===== config.mk =====
export PLATFORM = sky130hd
export DESIGN_NAME = button_press_event_fsm_flat
export DESIGN_NICKNAME = d
export VERILOG_FILES = /design/src/rtl/bpe_pkg.sv /design/src/rtl/bpe_if.sv /design/src/rtl/button_press_event_fsm.sv /design/src/flat_wrapper.sv
export SDC_FILE = /design/constraint.sdc
export NUM_CORES = 1
export LEC_CHECK = 0
export BUFFER_PORTS_ARGS = -buffer_cell sky130_fd_sc_hd__buf_2
export CAP_MARGIN = 20
export CORE_MARGIN = 3
export CORE_UTILIZATION = 55
export DETAILED_ROUTE_END_ITERATION = 8
export GPL_ROUTABILITY_DRIVEN = 0
export GPL_TIMING_DRIVEN = 0
export PLACE_DENSITY_LB_ADDON = 0.1
export SYNTH_ARGS = -nofsm -noshare
export SYNTH_HDL_FRONTEND = slang
export SYNTH_SLANG_ARGS = --single-unit

===== constraint.sdc =====
create_clock -name clk -period 7.8 [get_ports clk]
set_clock_uncertainty 0.2 [all_clocks]
set_input_delay 1.56 -clock clk [delete_from_list [all_inputs] [get_ports clk]]
set_output_delay 1.56 -clock clk [all_outputs]
set_load 0.005 [all_outputs]

===== src/rtl/bpe_pkg.sv =====
package bpe_pkg;

  // mode codes
  localparam logic [2:0] M_IDLE     = 3'd0;
  localparam logic [2:0] M_DEBOUNCE = 3'd1;
  localparam logic [2:0] M_PRESSED  = 3'd2;
  localparam logic [2:0] M_REPEAT   = 3'd3;
  localparam logic [2:0] M_RELEASE  = 3'd4;

  // event codes
  localparam logic [2:0] EV_NONE    = 3'd0;
  localparam logic [2:0] EV_PRESS   = 3'd1;
  localparam logic [2:0] EV_LONG    = 3'd2;
  localparam logic [2:0] EV_REPEAT  = 3'd3;
  localparam logic [2:0] EV_RELEASE = 3'd4;

  // configuration register map
  localparam int unsigned CFG_W     = 16;
  localparam int unsigned CFG_IDX_W = 2;
  localparam logic [CFG_IDX_W-1:0] CFG_DEBOUNCE = 2'd0;
  localparam logic [CFG_IDX_W-1:0] CFG_LONG     = 2'd1;
  localparam logic [CFG_IDX_W-1:0] CFG_REPEAT   = 2'd2;
  localparam logic [CFG_IDX_W-1:0] CFG_RELEASE  = 2'd3;

  localparam logic [CFG_W-1:0] DEBOUNCE_RST = 16'd20;
  localparam logic [CFG_W-1:0] LONG_RST     = 16'd500;
  localparam logic [CFG_W-1:0] REPEAT_RST   = 16'd100;
  localparam logic [CFG_W-1:0] RELEASE_RST  = 16'd100;

  // payload widths
  localparam int unsigned NOW_W   = 32;
  localparam int unsigned CODE_W  = 3;
  localparam int unsigned CNT_EXT = 4;

  typedef logic [CODE_W-1:0] mode_t;
  typedef logic [CODE_W-1:0] event_t;
  typedef logic [CFG_W-1:0]  cfg_data_t;
  typedef logic [CFG_IDX_W-1:0] cfg_idx_t;

endpackage


===== src/rtl/bpe_if.sv =====
interface bpe_in_if;
  logic                       valid;
  logic                       ready;
  logic                       pin_level;
  logic [bpe_pkg::NOW_W-1:0]  now_ms;

  modport source (output valid, output pin_level, output now_ms, input ready);
  modport sink   (input valid, input pin_level, input now_ms, output ready);
endinterface

interface bpe_out_if;
  logic                        valid;
  logic                        ready;
  logic [bpe_pkg::CODE_W-1:0]  event_res;
  logic [bpe_pkg::CODE_W-1:0]  mode;
  logic [bpe_pkg::CODE_W-1:0]  release_count;

  modport source (output valid, output event_res, output mode, output release_count,
                  input ready);
  modport sink   (input valid, input event_res, input mode, input release_count,
                  output ready);
endinterface


===== src/rtl/button_press_event_fsm.sv =====
// pushbutton qualifier: debounce, press, long press, auto-repeat and release pulses
// in_ch  : one poll per item (active-low pin level plus millisecond timestamp)
// out_ch : one result item per poll (event code, mode after the poll, release count)
// cfg_*  : write-only register port (debounce, long press, repeat, release limits);
//          write only while no poll is in flight
// latency: result valid one cycle after the accepting edge, so it can be taken at
//          the second edge at the earliest (input register, then the state update
//          and result register)
// throughput: one item per cycle; the whole step is one subtract, one compare and
//          the next-state select between the two registers
// reset: synchronous active-low rst_n clears both stages, returns the machine to
//        idle with timestamp and release count zero and loads default limits
// stall: when out_ch.ready is low the result holds, the input register keeps its
//        item and in_ch.ready drops once that register is full; no item is lost
module button_press_event_fsm #(
  parameter int unsigned RELEASE_PULSES = 6,
  parameter int unsigned TIME_WIDTH     = 32
) (
  input  logic                        clk,
  input  logic                        rst_n,
  bpe_in_if.sink                      in_ch,
  bpe_out_if.source                   out_ch,
  input  logic                        cfg_we,
  input  bpe_pkg::cfg_idx_t           cfg_idx,
  input  bpe_pkg::cfg_data_t          cfg_wdata
);

  localparam int unsigned CNT_W = $clog2(RELEASE_PULSES + 1);

  // configuration limits
  bpe_pkg::cfg_data_t debounce_r, long_r, repeat_r, release_r;

  // input stage
  logic                  in_vld_r;
  logic                  in_pin_r;
  logic [TIME_WIDTH-1:0] in_now_r;

  // machine state
  bpe_pkg::mode_t        mode_r, mode_nxt;
  logic [TIME_WIDTH-1:0] tick_r, tick_nxt;
  logic [CNT_W-1:0]      cnt_r, cnt_nxt;

  // result stage
  logic                  out_vld_r;
  bpe_pkg::event_t       out_event_r, event_nxt;
  bpe_pkg::mode_t        out_mode_r;
  logic [CNT_W-1:0]      out_cnt_r;
  logic [bpe_pkg::CNT_EXT-1:0] out_cnt_ext;

  logic                  advance;
  logic [TIME_WIDTH-1:0] elapsed;
  bpe_pkg::cfg_data_t    limit;
  logic                  over;

  // the held item advances when the result register is empty or being taken
  assign advance     = in_vld_r && (!out_vld_r || out_ch.ready);
  assign in_ch.ready = !in_vld_r || advance;

  always_ff @(posedge clk) begin
    if (!rst_n) begin
      debounce_r <= bpe_pkg::DEBOUNCE_RST;
      long_r     <= bpe_pkg::LONG_RST;
      repeat_r   <= bpe_pkg::REPEAT_RST;
      release_r  <= bpe_pkg::RELEASE_RST;
    end else if (cfg_we) begin
      unique case (cfg_idx)
        bpe_pkg::CFG_DEBOUNCE: debounce_r <= cfg_wdata;
        bpe_pkg::CFG_LONG:     long_r     <= cfg_wdata;
        bpe_pkg::CFG_REPEAT:   repeat_r   <= cfg_wdata;
        bpe_pkg::CFG_RELEASE:  release_r  <= cfg_wdata;
        default: ;
      endcase
    end
  end

  // input register
  always_ff @(posedge clk) begin
    if (!rst_n) begin
      in_vld_r <= 1'b0;
    end else if (in_ch.ready) begin
      in_vld_r <= in_ch.valid;
    end
  end

  always_ff @(posedge clk) begin
    if (in_ch.ready && in_ch.valid) begin
      in_pin_r <= in_ch.pin_level;
      in_now_r <= in_ch.now_ms[TIME_WIDTH-1:0];
    end
  end

  // elapsed time wraps modulo 2^TIME_WIDTH; the limit follows the current mode
  assign elapsed = in_now_r - tick_r;

  always_comb begin
    unique case (mode_r)
      bpe_pkg::M_DEBOUNCE: limit = debounce_r;
      bpe_pkg::M_PRESSED:  limit = long_r;
      bpe_pkg::M_REPEAT:   limit = repeat_r;
      bpe_pkg::M_RELEASE:  limit = release_r;
      default:             limit = '0;
    endcase
  end

  assign over = elapsed > TIME_WIDTH'(limit);

  // next state for the item in the input register
  always_comb begin
    mode_nxt  = mode_r;
    tick_nxt  = tick_r;
    cnt_nxt   = cnt_r;
    event_nxt = bpe_pkg::EV_NONE;
    unique case (mode_r)
      bpe_pkg::M_DEBOUNCE: begin
        if (over) begin
          if (!in_pin_r) begin
            mode_nxt  = bpe_pkg::M_PRESSED;
            tick_nxt  = in_now_r;
            event_nxt = bpe_pkg::EV_PRESS;
          end else begin
            mode_nxt = bpe_pkg::M_IDLE;
          end
        end
      end
      bpe_pkg::M_PRESSED: begin
        if (in_pin_r) begin
          mode_nxt = bpe_pkg::M_RELEASE;
          cnt_nxt  = '0;
          tick_nxt = in_now_r;
        end else if (over) begin
          mode_nxt  = bpe_pkg::M_REPEAT;
          tick_nxt  = in_now_r;
          event_nxt = bpe_pkg::EV_LONG;
        end
      end
      bpe_pkg::M_REPEAT: begin
        if (in_pin_r) begin
          mode_nxt = bpe_pkg::M_RELEASE;
          cnt_nxt  = '0;
          tick_nxt = in_now_r;
        end else if (over) begin
          tick_nxt  = in_now_r;
          event_nxt = bpe_pkg::EV_REPEAT;
        end
      end
      bpe_pkg::M_RELEASE: begin
        // a new press re-enters debounce measured from the last release stamp
        if (!in_pin_r) begin
          mode_nxt = bpe_pkg::M_DEBOUNCE;
        end else if (over) begin
          if (cnt_r < CNT_W'(RELEASE_PULSES)) begin
            cnt_nxt   = cnt_r + 1'b1;
            tick_nxt  = in_now_r;
            event_nxt = bpe_pkg::EV_RELEASE;
          end else begin
            mode_nxt = bpe_pkg::M_IDLE;
          end
        end
      end
      default: begin
        // idle, and unused codes act as idle
        mode_nxt = bpe_pkg::M_IDLE;
        if (!in_pin_r) begin
          mode_nxt = bpe_pkg::M_DEBOUNCE;
          tick_nxt = in_now_r;
        end
      end
    endcase
  end

  // state and result commit together when the item moves out
  always_ff @(posedge clk) begin
    if (!rst_n) begin
      mode_r    <= bpe_pkg::M_IDLE;
      tick_r    <= '0;
      cnt_r     <= '0;
      out_vld_r <= 1'b0;
    end else begin
      if (advance) begin
        mode_r <= mode_nxt;
        tick_r <= tick_nxt;
        cnt_r  <= cnt_nxt;
      end
      if (advance) begin
        out_vld_r <= 1'b1;
      end else if (out_ch.ready) begin
        out_vld_r <= 1'b0;
      end
    end
  end

  always_ff @(posedge clk) begin
    if (advance) begin
      out_event_r <= event_nxt;
      out_mode_r  <= mode_nxt;
      out_cnt_r   <= cnt_nxt;
    end
  end

  // release count is reported as the counter's low three bits
  assign out_cnt_ext          = bpe_pkg::CNT_EXT'(out_cnt_r);
  assign out_ch.valid         = out_vld_r;
  assign out_ch.event_res     = out_event_r;
  assign out_ch.mode          = out_mode_r;
  assign out_ch.release_count = out_cnt_ext[bpe_pkg::CODE_W-1:0];

  // release counter never runs past the configured pulse count
  a_cnt_bound: assert property (@(posedge clk) disable iff (!rst_n)
    cnt_r <= CNT_W'(RELEASE_PULSES))
    else $error("release counter beyond pulse count");

  // a release pulse is only reported in release mode with a nonzero count
  a_rel_event: assert property (@(posedge clk) disable iff (!rst_n)
    out_vld_r && out_event_r == bpe_pkg::EV_RELEASE
      |-> out_mode_r == bpe_pkg::M_RELEASE && out_cnt_r != '0)
    else $error("release pulse outside release mode");

  // press and long press land in their own modes
  a_press_mode: assert property (@(posedge clk) disable iff (!rst_n)
    out_vld_r && out_event_r == bpe_pkg::EV_PRESS |-> out_mode_r == bpe_pkg::M_PRESSED)
    else $error("press event without pressed mode");

  a_long_mode: assert property (@(posedge clk) disable iff (!rst_n)
    out_vld_r && out_event_r == bpe_pkg::EV_LONG |-> out_mode_r == bpe_pkg::M_REPEAT)
    else $error("long press event without repeat mode");

  // a stalled result freezes the machine state
  a_stall_hold: assert property (@(posedge clk) disable iff (!rst_n)
    out_vld_r && !out_ch.ready |=> $stable(mode_r) && $stable(tick_r) && $stable(cnt_r))
    else $error("state moved while result stalled");

endmodule

===== src/flat_wrapper.sv =====
// flat-port wrapper written by rule: the top's interface ports become plain ports
module button_press_event_fsm_flat 
#(
  parameter int unsigned RELEASE_PULSES = 6,
  parameter int unsigned TIME_WIDTH     = 32
)
  (clk, rst_n, cfg_we, cfg_idx, cfg_wdata, in_ch_valid, in_ch_pin_level, in_ch_now_ms, in_ch_ready, out_ch_valid, out_ch_event_res, out_ch_mode, out_ch_release_count, out_ch_ready);
  bpe_in_if in_ch_i ();
  bpe_out_if out_ch_i ();
  input  logic clk;
  input  logic rst_n;
  input  logic cfg_we;
  input  bpe_pkg::cfg_idx_t cfg_idx;
  input  bpe_pkg::cfg_data_t cfg_wdata;
  input wire logic [$bits(in_ch_i.valid)-1:0] in_ch_valid;
  input wire logic [$bits(in_ch_i.pin_level)-1:0] in_ch_pin_level;
  input wire logic [$bits(in_ch_i.now_ms)-1:0] in_ch_now_ms;
  output wire logic [$bits(in_ch_i.ready)-1:0] in_ch_ready;
  output wire logic [$bits(out_ch_i.valid)-1:0] out_ch_valid;
  output wire logic [$bits(out_ch_i.event_res)-1:0] out_ch_event_res;
  output wire logic [$bits(out_ch_i.mode)-1:0] out_ch_mode;
  output wire logic [$bits(out_ch_i.release_count)-1:0] out_ch_release_count;
  input wire logic [$bits(out_ch_i.ready)-1:0] out_ch_ready;
  assign in_ch_i.valid = in_ch_valid;
  assign in_ch_i.pin_level = in_ch_pin_level;
  assign in_ch_i.now_ms = in_ch_now_ms;
  assign in_ch_ready = in_ch_i.ready;
  assign out_ch_valid = out_ch_i.valid;
  assign out_ch_event_res = out_ch_i.event_res;
  assign out_ch_mode = out_ch_i.mode;
  assign out_ch_release_count = out_ch_i.release_count;
  assign out_ch_i.ready = out_ch_ready;
  button_press_event_fsm #(.RELEASE_PULSES(RELEASE_PULSES), .TIME_WIDTH(TIME_WIDTH)) u_core (.clk(clk), .rst_n(rst_n), .in_ch(in_ch_i), .out_ch(out_ch_i), .cfg_we(cfg_we), .cfg_idx(cfg_idx), .cfg_wdata(cfg_wdata));
endmodule

Yosys cells after proc, flatten, opt, wreduce, memory -nomap -nowiden --
Cells that the tools add are included. Widths: inputs -> output; s select.
Storage, ports and cells: register bits after elaboration 146, latch bits 0, RAM bits 0, ROM bits 0, bits of input ports 56, output and inout bits 11, logic and storage cells 79, memories 0
Operators by class: $add $sub $neg 2, multipliers 0, divide/modulo/power cells 0, $lt $le $gt $ge 2, equality and inequality tests 12, shift operators 0, mux-type cells 35, bitwise gates (word level) 0, reduce and logical (&&, ||, !) cells 14
Operator list (number):
- $mux 32 | 7
- $pmux 32 s3 | 1
- $pmux 16 s4 | 1
- $mux 3 | 17
- $gt 32x16->1 | 1
- $sub 32x32->32 | 1
- $pmux 3 s4 | 2
- $ne 2x1->1 const B | 4
- $reduce_and 2->1 | 4
- $eq 3x2->1 const B | 2
- $mux 2 | 3
- $pmux 3 s2 | 1
- $reduce_and 6->1 | 1
- $eq 2x2->1 const B | 2
- $add 3x1->3 const B | 1
- $eq 3x1->1 const B | 1
- $eq 3x3->1 const B | 1
- $lt 3x3->1 const B | 1
- $mux 1 | 3
- $ne 3x1->1 const B | 1
- $eq 2x1->1 const B | 1
- $logic_and 1x1->1 | 2
- $logic_not 1->1 | 2
- $logic_not 2->1 | 1
- other kinds (3) | 4

Depth between registers and ports, before layout --
Gate-level depths: netlist (run 1).
depth after elaboration 6, mapped depth 23, gate-level depth less buffers 20

Worst setup path before layout (run 1) --
OpenSTA, ideal clock, no wires.
kind register -> register, from register u_core.in_now_r[0], to register u_core.out_cnt_r[0], in the netlist u_core.out_ch.release_count[0], data pin, arrival time 4337 ps, setup slack 3002 ps, cell stages (with the launch flop) 21, buffers on the path 2, clock period less this slack 4798 ps, cells stage by stage edfxtp_1 -> inv_1 -> ha_1 -> inv_1 -> fa_1 -> a21o_1 -> a221o_1 -> a22oi_1 -> nand3_1 -> xor2_1 -> ha_1 -> nand4_1 -> or4_1 -> a211oi_1 -> o211ai_1 -> nor4_1 -> and4_1 -> buf_4 -> buf_6 -> nor2_1 -> a311o_1
On the way: word-level cells in the longest chain between the ends 5
RTL lines:
- from (decl) | line button_press_event_fsm.sv:36 | logic [TIME_WIDTH-1:0] in_now_r;
- from (signal assigned) | line button_press_event_fsm.sv:88 | in_now_r <= in_ch.now_ms[TIME_WIDTH-1:0];
- $sub 32x32->32 | line button_press_event_fsm.sv:93 | assign elapsed = in_now_r - tick_r;
- $gt 32x16->1 | line button_press_event_fsm.sv:105 | assign over = elapsed > TIME_WIDTH'(limit);
- $mux 3 | line button_press_event_fsm.sv:150 | end else if (over) begin
- $mux 3 | line button_press_event_fsm.sv:148 | if (!in_pin_r) begin
- $pmux 3 s2 | line button_press_event_fsm.sv:113 | unique case (mode_r)
- via u_core.cnt_nxt[0] | line button_press_event_fsm.sv:41 | logic [CNT_W-1:0] cnt_r, cnt_nxt;
- to (signal assigned) | line button_press_event_fsm.sv:196 | out_cnt_r <= cnt_nxt;
- to (decl) | line button_press_event_fsm.sv:47 | logic [CNT_W-1:0] out_cnt_r;
The timed path passes the listed nets, and every way through them passes these cells. A chain may end at the register's enable or synchronous reset.

Worst setup path in the final report (run 1) --
Ends and elaborated chain as after synthesis.

==> flow_summary.yaml, run 1 <==
routing:
  drc: 0
  route.met3.wl_mm: 1.93
  post_drt_via_cell_ratio: 6.19
  met1Wirelength_mm: 11.1
  detail-route-antenna-nets: 0
  routed.top_layer: "met4"
  wl_per_cell_um: 17.5
  first_pass_iters: 5
  wl_met2_mm: 10.8
  first_iter_violations: 805
  wl_mm: 24.4
  num_vias: 8627
die:
  dieArea_sq_um: 17600
  fp.dieW_um: 133
  start_util: 0.572
  die_h_um: 133
  rows: 45
  io_pins: 67
  fp.coreArea_sq_um: 15400
place:
  portBuffers: 65
  hpwlAfterDp_mm: 17.7
  placed_area_sq_um: 9420
  placed_cells: 1362
  post-place-ws_ps: 2310
outcome:
  status: "finished clean"
global_routing:
  grt_usage: 0.278
  grt_pass1_vias: 7922
  grt_pass1_wl_mm: 40.0
  antenna_found_initial: 0
  grt_max_degree: 34
  grt_overflow: 0
timing:
  period_needed_ps: 5630
  final.setup.tns_ps: 0
  fmax_mhz: 177
  finalHoldViolCount: 0
  slew_viol_final: 0
  slew_headroom: 0.409
  timing.final.crit_share: 0.722
  grt_setup_unrepaired: "false"
  hold_ws_ps: 255
  setup_viol: 0
  setup_ws_ps: 2170
  worst_pin_slew_ps: 885
synthesis:
  yosys_warnings: 0
  synth.avg_cell_area_sq_um: 8.13
  synth_largest_area_cell: "dfxtp_1"
  ys_seq_elements: 146
  seq_area_frac_synth: 0.379
  synth_top_cell_area_share: 0.236
  syn_inst: 1085
  netlist_area_sq_um: 8820
  synthFlopType: "dfxtp_1"
  yosysUniqueCellTypes: 74
  synth_async_sr_flop_share: 0
  synth_edf_count: 42
  yosys-top-cells-area: "dfxtp_1, edfxtp_1, nand2_1"
  synth_nets: 1190
hold_path:
  holdPathEnd: "u_core.debounce_r[12]"
  hp-class: "reg -> reg"
  hold_depth: 2
  hold_start: "u_core.debounce_r[12]"
worst_setup_path:
  critPathArrivalTime_ps: 5620
  critPathMaxFanout: 10
  reg2reg_to: "u_core.out_ch.release_count[0]"
  regToRegStartpoint: "u_core.in_now_r[0]"
  crit_path_end_kind: "flip-flop"
  cp.required_ps: 7780
  rr_worst_depth: 20
  worstSetupPathType: "reg -> reg"
  r2r_slack_ps: 2170
  cp-start-kind: "flip-flop"
final_layout:
  drive_gt1_frac: 0.111
  final_nets: 1275
  post-route-cell-area_sq_um: 10000
  instances_no_fill: 1393
  num_antenna_cells: 0
  area_growth_pct: 13.5
cts:
  root_buffer: "clkbuf_16"
  clk_pin_slew_ps: 60
  hold_buffers: 0
  post_cts_buffers: 0
  cts_resized: 0
  cts_tree: "yes"
  clock_path_buffers: 2
  htree_levels: 4
  cts_buffers: 17
  worst_skew_pair.late_latency_ps: 440
  cts_num_sinks: 146
run:
  drv_cap: 0
power_and_ir_drop:
  leakagePower_nw: 3.55
  ir_drop_mv: 0.165
  p_per_area_nw_per_um2: 209
## registers in the layout, indices dropped and copies added, names as in the netlist, 16 cells and up
register           count
u_core.debounce_r     16
u_core.tick_r         32
u_core.long_r         16
u_core.repeat_r       16
u_core.release_r      16
u_core.in_now_r       32
## critical path, cell delays in order (launching register included)
cell and delay, ps:
edfxtp_1 380, inv_1 90, ha_1 220, inv_1 70, fa_1 400, a21o_1 200
a221o_1 380, a22oi_1 270, nand3_1 180, xor2_1 190, ha_1 330, nand4_1 160
or4_1 580, a211oi_1 310, o211ai_1 140, nor4_1 270, and4_1 220, buf_4 180
buf_6 190, nor2_1 70, a311o_1 330
## where the power goes
| part | leakage [nW] | switching, W | internal (W) | total, W |
|---|---|---|---|---|
| Sequential | 1.26 | 0.0000225 | 0.000819 | 0.000841 |
| Clock | 0.296 | 0.000362 | 0.000481 | 0.000843 |
| Combinational | 2.00 | 0.000254 | 0.000153 | 0.000407 |
| Total | 3.55 | 0.000639 | 0.00145 | 0.00209 |
## worst max path at each step
| stage | start | endpoint | slack, ps | cells after the start |
|---|---|---|---|---|
| 3_5_place_dp | u_core.in_now_r[0] | u_core.out_ch.release_count[0] | 2310 | 20 |
| 6_report | u_core.in_now_r[0] | u_core.out_ch.release_count[0] | 2170 | 20 |
| 5_1_grt | u_core.in_now_r[0] | u_core.out_ch.release_count[0] | 1870 | 20 |
| 3_3_place_gp | u_core.in_now_r[0] | u_core.out_ch.release_count[0] | 2320 | 20 |
| 4_1_cts | u_core.in_now_r[0] | u_core.out_ch.release_count[0] | 2250 | 20 |
| 2_1_floorplan | u_core.in_now_r[0] | u_core.out_ch.release_count[0] | 3000 | 20 |
## Yosys cell counts (29+ instances only)
cell / number
a21oi_1: 98
a31oi_1: 36
clkbuf_1: 60
dfxtp_1: 104
edfxtp_1: 42
ha_1: 48
inv_1: 39
nand2_1: 207
nand3_1: 29
nand4_1: 49
nor2_1: 45
nor3_1: 49
## through the flow
step,total power (W),utilization
3_5_place_dp,0.00125,0.611
6_report,0.00209,0.649
4_1_cts,0.00208,0.649
5_1_grt,0.00218,0.649
2_1_floorplan,0.00114,-
3_3_place_gp,0.00125,0.610
## cells in the final DEF, fill, tap and decap left out, types with 36 or more instances in the layout
| cell type | n |
|---|---|
| ha_1 | 48 |
| nand2_1 | 207 |
| dfxtp_1 | 104 |
| nand4_1 | 49 |
| buf_2 | 76 |
| nor3_1 | 49 |
| inv_1 | 39 |
| nor2_1 | 45 |
| a31oi_1 | 36 |
| a21oi_1 | 98 |
| clkbuf_1 | 60 |
| edfxtp_1 | 42 |
## routing by layer
| layer | vias to the layer above | global-route usage |
|---|---|---|
| met1 | 3992 | 0.392 |
| li1 | 4196 | - |
| met4 | 0 | 0.0947 |
| met2 | 383 | 0.418 |
| met3 | 56 | 0.0669 |
| met5 | - | 0 |
## cell families (layout without fill, tap and decap cells)
logic type / count (synthesis) / after routing / share of synthesized area
adder cells (fa/ha/maj): 49 / 49 / 0.0703
AO/OA/AOI/OAI: 291 / 291 / 0.219
flip-flops: 146 / 146 / 0.379
AND/OR/NAND/NOR: 435 / 435 / 0.230
XOR/XNOR: 18 / 18 / 0.0179
buffers and inverters: 123 / 220 / 0.0571
multiplexers: 23 / 23 / 0.0264
## final cells by class
cell class	count	area, sq um
fill	1425	5410
multi-input combinational	816	4980
sequential	146	3340
clock buffer	17	425
buffer	83	354
timing repair buffer	66	333
tap	211	264
clock inverter	14	171
inverter	40	150
(Power assumes the default switching activity.)
==> run 2, diff against run 1 <==
==> constraint.sdc (replaced) <==
create_clock -name clk -period 5 [get_ports clk]
set_clock_uncertainty 0.2 [all_clocks]
set_input_delay 1 -clock clk [delete_from_list [all_inputs] [get_ports clk]]
set_output_delay 1 -clock clk [all_outputs]
set_load 0.005 [all_outputs]
==> flow_summary.yaml, run 2 (synthesis results as in run 1) <==
final_layout:
  multi_input_area_sq_um: 5080
  area_growth_pct: 17.2
  num_antenna_cells: 0
  layout_commonest_cell: "nand2_1"
  mostFrequentLayoutCells: "nand2_1, dfxtp_1, a21oi_1"
  num-fill-cells: 1377
  drive_gt1_frac: 0.139
  reg_top3: "u_core.in_now_r: 32 flops, u_core.tick_r: 32 flops"
  final_nets: 1292
  register_area_sq_um: 3340
worst_setup_path:
  cp.required_ps: 4980
  cp-start-kind: "flip-flop"
  cp_slowest_stage_delay_ps: 460
  crit_path_end_kind: "flip-flop"
  slowest_stage: "or4_4"
  critPathArrivalTime_ps: 5040
  worstSetupPathType: "reg -> reg"
  critPathMaxFanout: 10
  crit_chain: "inv_2 -> ha_4 -> inv_2 -> fa_2 -> a21o_1 -> a221o_1 -> buf_6 -> a22oi_2 -> nand3_2 -> xor2_1 -> ha_1 -> nand4_1 -> or4_4 -> a211oi_2 -> o211ai_1 -> nor4_1 -> and4_1 -> buf_6 -> buf_2 -> nor2_1 -> mux2i_1"
cts:
  root_buffer: "clkbuf_16"
  cts_tree: "yes"
  clk_pin_slew_ps: 70
  hold_buffers: 0
  cts_buffers: 17
  clock_path_buffers: 2
  worst_skew_pair.late_latency_ps: 440
  cts_num_sinks: 146
  htree_levels: 4
timing:
  slew_headroom: 0.414
  setup_viol: 4
  hold_ws_ps: 255
  grt_setup_unrepaired: "true"
  fmax_mhz: 197
  slew_viol_final: 0
  timing.final.crit_share: 1.01
  worst_pin_slew_ps: 877
  period_needed_ps: 5070
  setup_ws_ps: -65.4
  finalHoldViolCount: 0
die:
  start_util: 0.572
  dieArea_sq_um: 17600
  rows: 45
  io_pins: 67
  fp.dieW_um: 133
  fp.coreArea_sq_um: 15400
  die_h_um: 133
global_routing:
  grt_max_degree: 34
  grt_overflow: 0
  grt_pass1_wl_mm: 40.1
  top_usage_layer: "met2"
  met1_usage: 0.393
  grt.met2_usage: 0.419
  use_met3: 0.0677
  grt_usage: 0.278
  grt_pass1_vias: 7945
  antenna_found_initial: 0
routing:
  first_iter_violations: 872
  detail-route-antenna-nets: 0
  num_vias: 8696
  drc: 0
  wl_mm: 24.9
  wl_per_cell_um: 17.6
  first_pass_iters: 7
  post_drt_via_cell_ratio: 6.17
place:
  hpwlAfterDp_mm: 17.7
  portBuffers: 65
outcome:
  status: "complete, but fails checks"
  violations: "setup timing"
power_and_ir_drop:
  ir_drop_mv: 0.254
  power_w: 0.00330
  leakagePower_nw: 3.69
  p_per_area_nw_per_um2: 319
run:
  drv_cap: 0
hold_path:
  hp-class: "reg -> reg"
[run 2: final cells by class]
type / count / share of cell area
multi-input cells: 816 / 0.491
clock buffers: 17 / 0.0411
plain buffers: 83 / 0.0388
inverters: 40 / 0.0145
repair buffers: 83 / 0.0489
well taps: 211 / 0.0255
clock inverters: 14 / 0.0166
flip-flops and latches: 146 / 0.323
[run 2: critical path, delay by kind of cell (launching register included)]
kind                     cells  cell delay [ps]
AO/OA/AOI/OAI                5             1120
XOR/XNOR                     1              190
multiplexers                 1              120
buffers and inverters        5              660
adder cells (fa/ha/maj)      3              820
flip-flops                   1              400
AND/OR/NAND/NOR              6             1290
[run 2: path summary, 6_finish.rpt]
check / startpoint / endpoint / slack (ps) / cells after the start
max: u_core.in_now_r[0] / u_core.out_ch.release_count[1] / -70 / 21
min: u_core.repeat_r[1] / u_core.repeat_r[1] / 250 / 2
max reg2reg: u_core.in_now_r[0] / u_core.out_ch.release_count[1] / -70 / 21
min reg2reg: u_core.repeat_r[1] / u_core.repeat_r[1] / 250 / 2
[run 2: repair_timing]
action                     CTS  global route
buffers inserted             4            12
pin swaps                    7            19
setup endpoints to repair   47            47
cloned                       0             1
hold endpoints to repair     0             0
gates resized for setup     13            47
[run 2: per-stage QoR]
step	cells	util	area, sq um	TNS (ps)	worst slack [ps]
3_5_place_dp	1362	0.611	9420	-14260	-485
3_3_place_gp	1361	0.610	9410	-13410	-479
5_1_grt	1410	0.670	10300	-9280	-297
6_report	1410	0.670	10300	-167	-65.4
4_1_cts	1397	0.655	10100	0	0.749
2_1_floorplan	1085	-	8820	0	202
[run 2: power by group]
part | total [W] | switching [W] | internal, W
logic | 0.000675 | 0.000414 | 0.000261
registers | 0.00131 | 0.0000356 | 0.00128
clock network | 0.00131 | 0.000560 | 0.000751
[run 2: metal layers]
metal	wire, um	share of wire
met1	11100	0.45
met2	11000	0.44
met3	2260	0.091
met4	491	0.020
met5	0	0
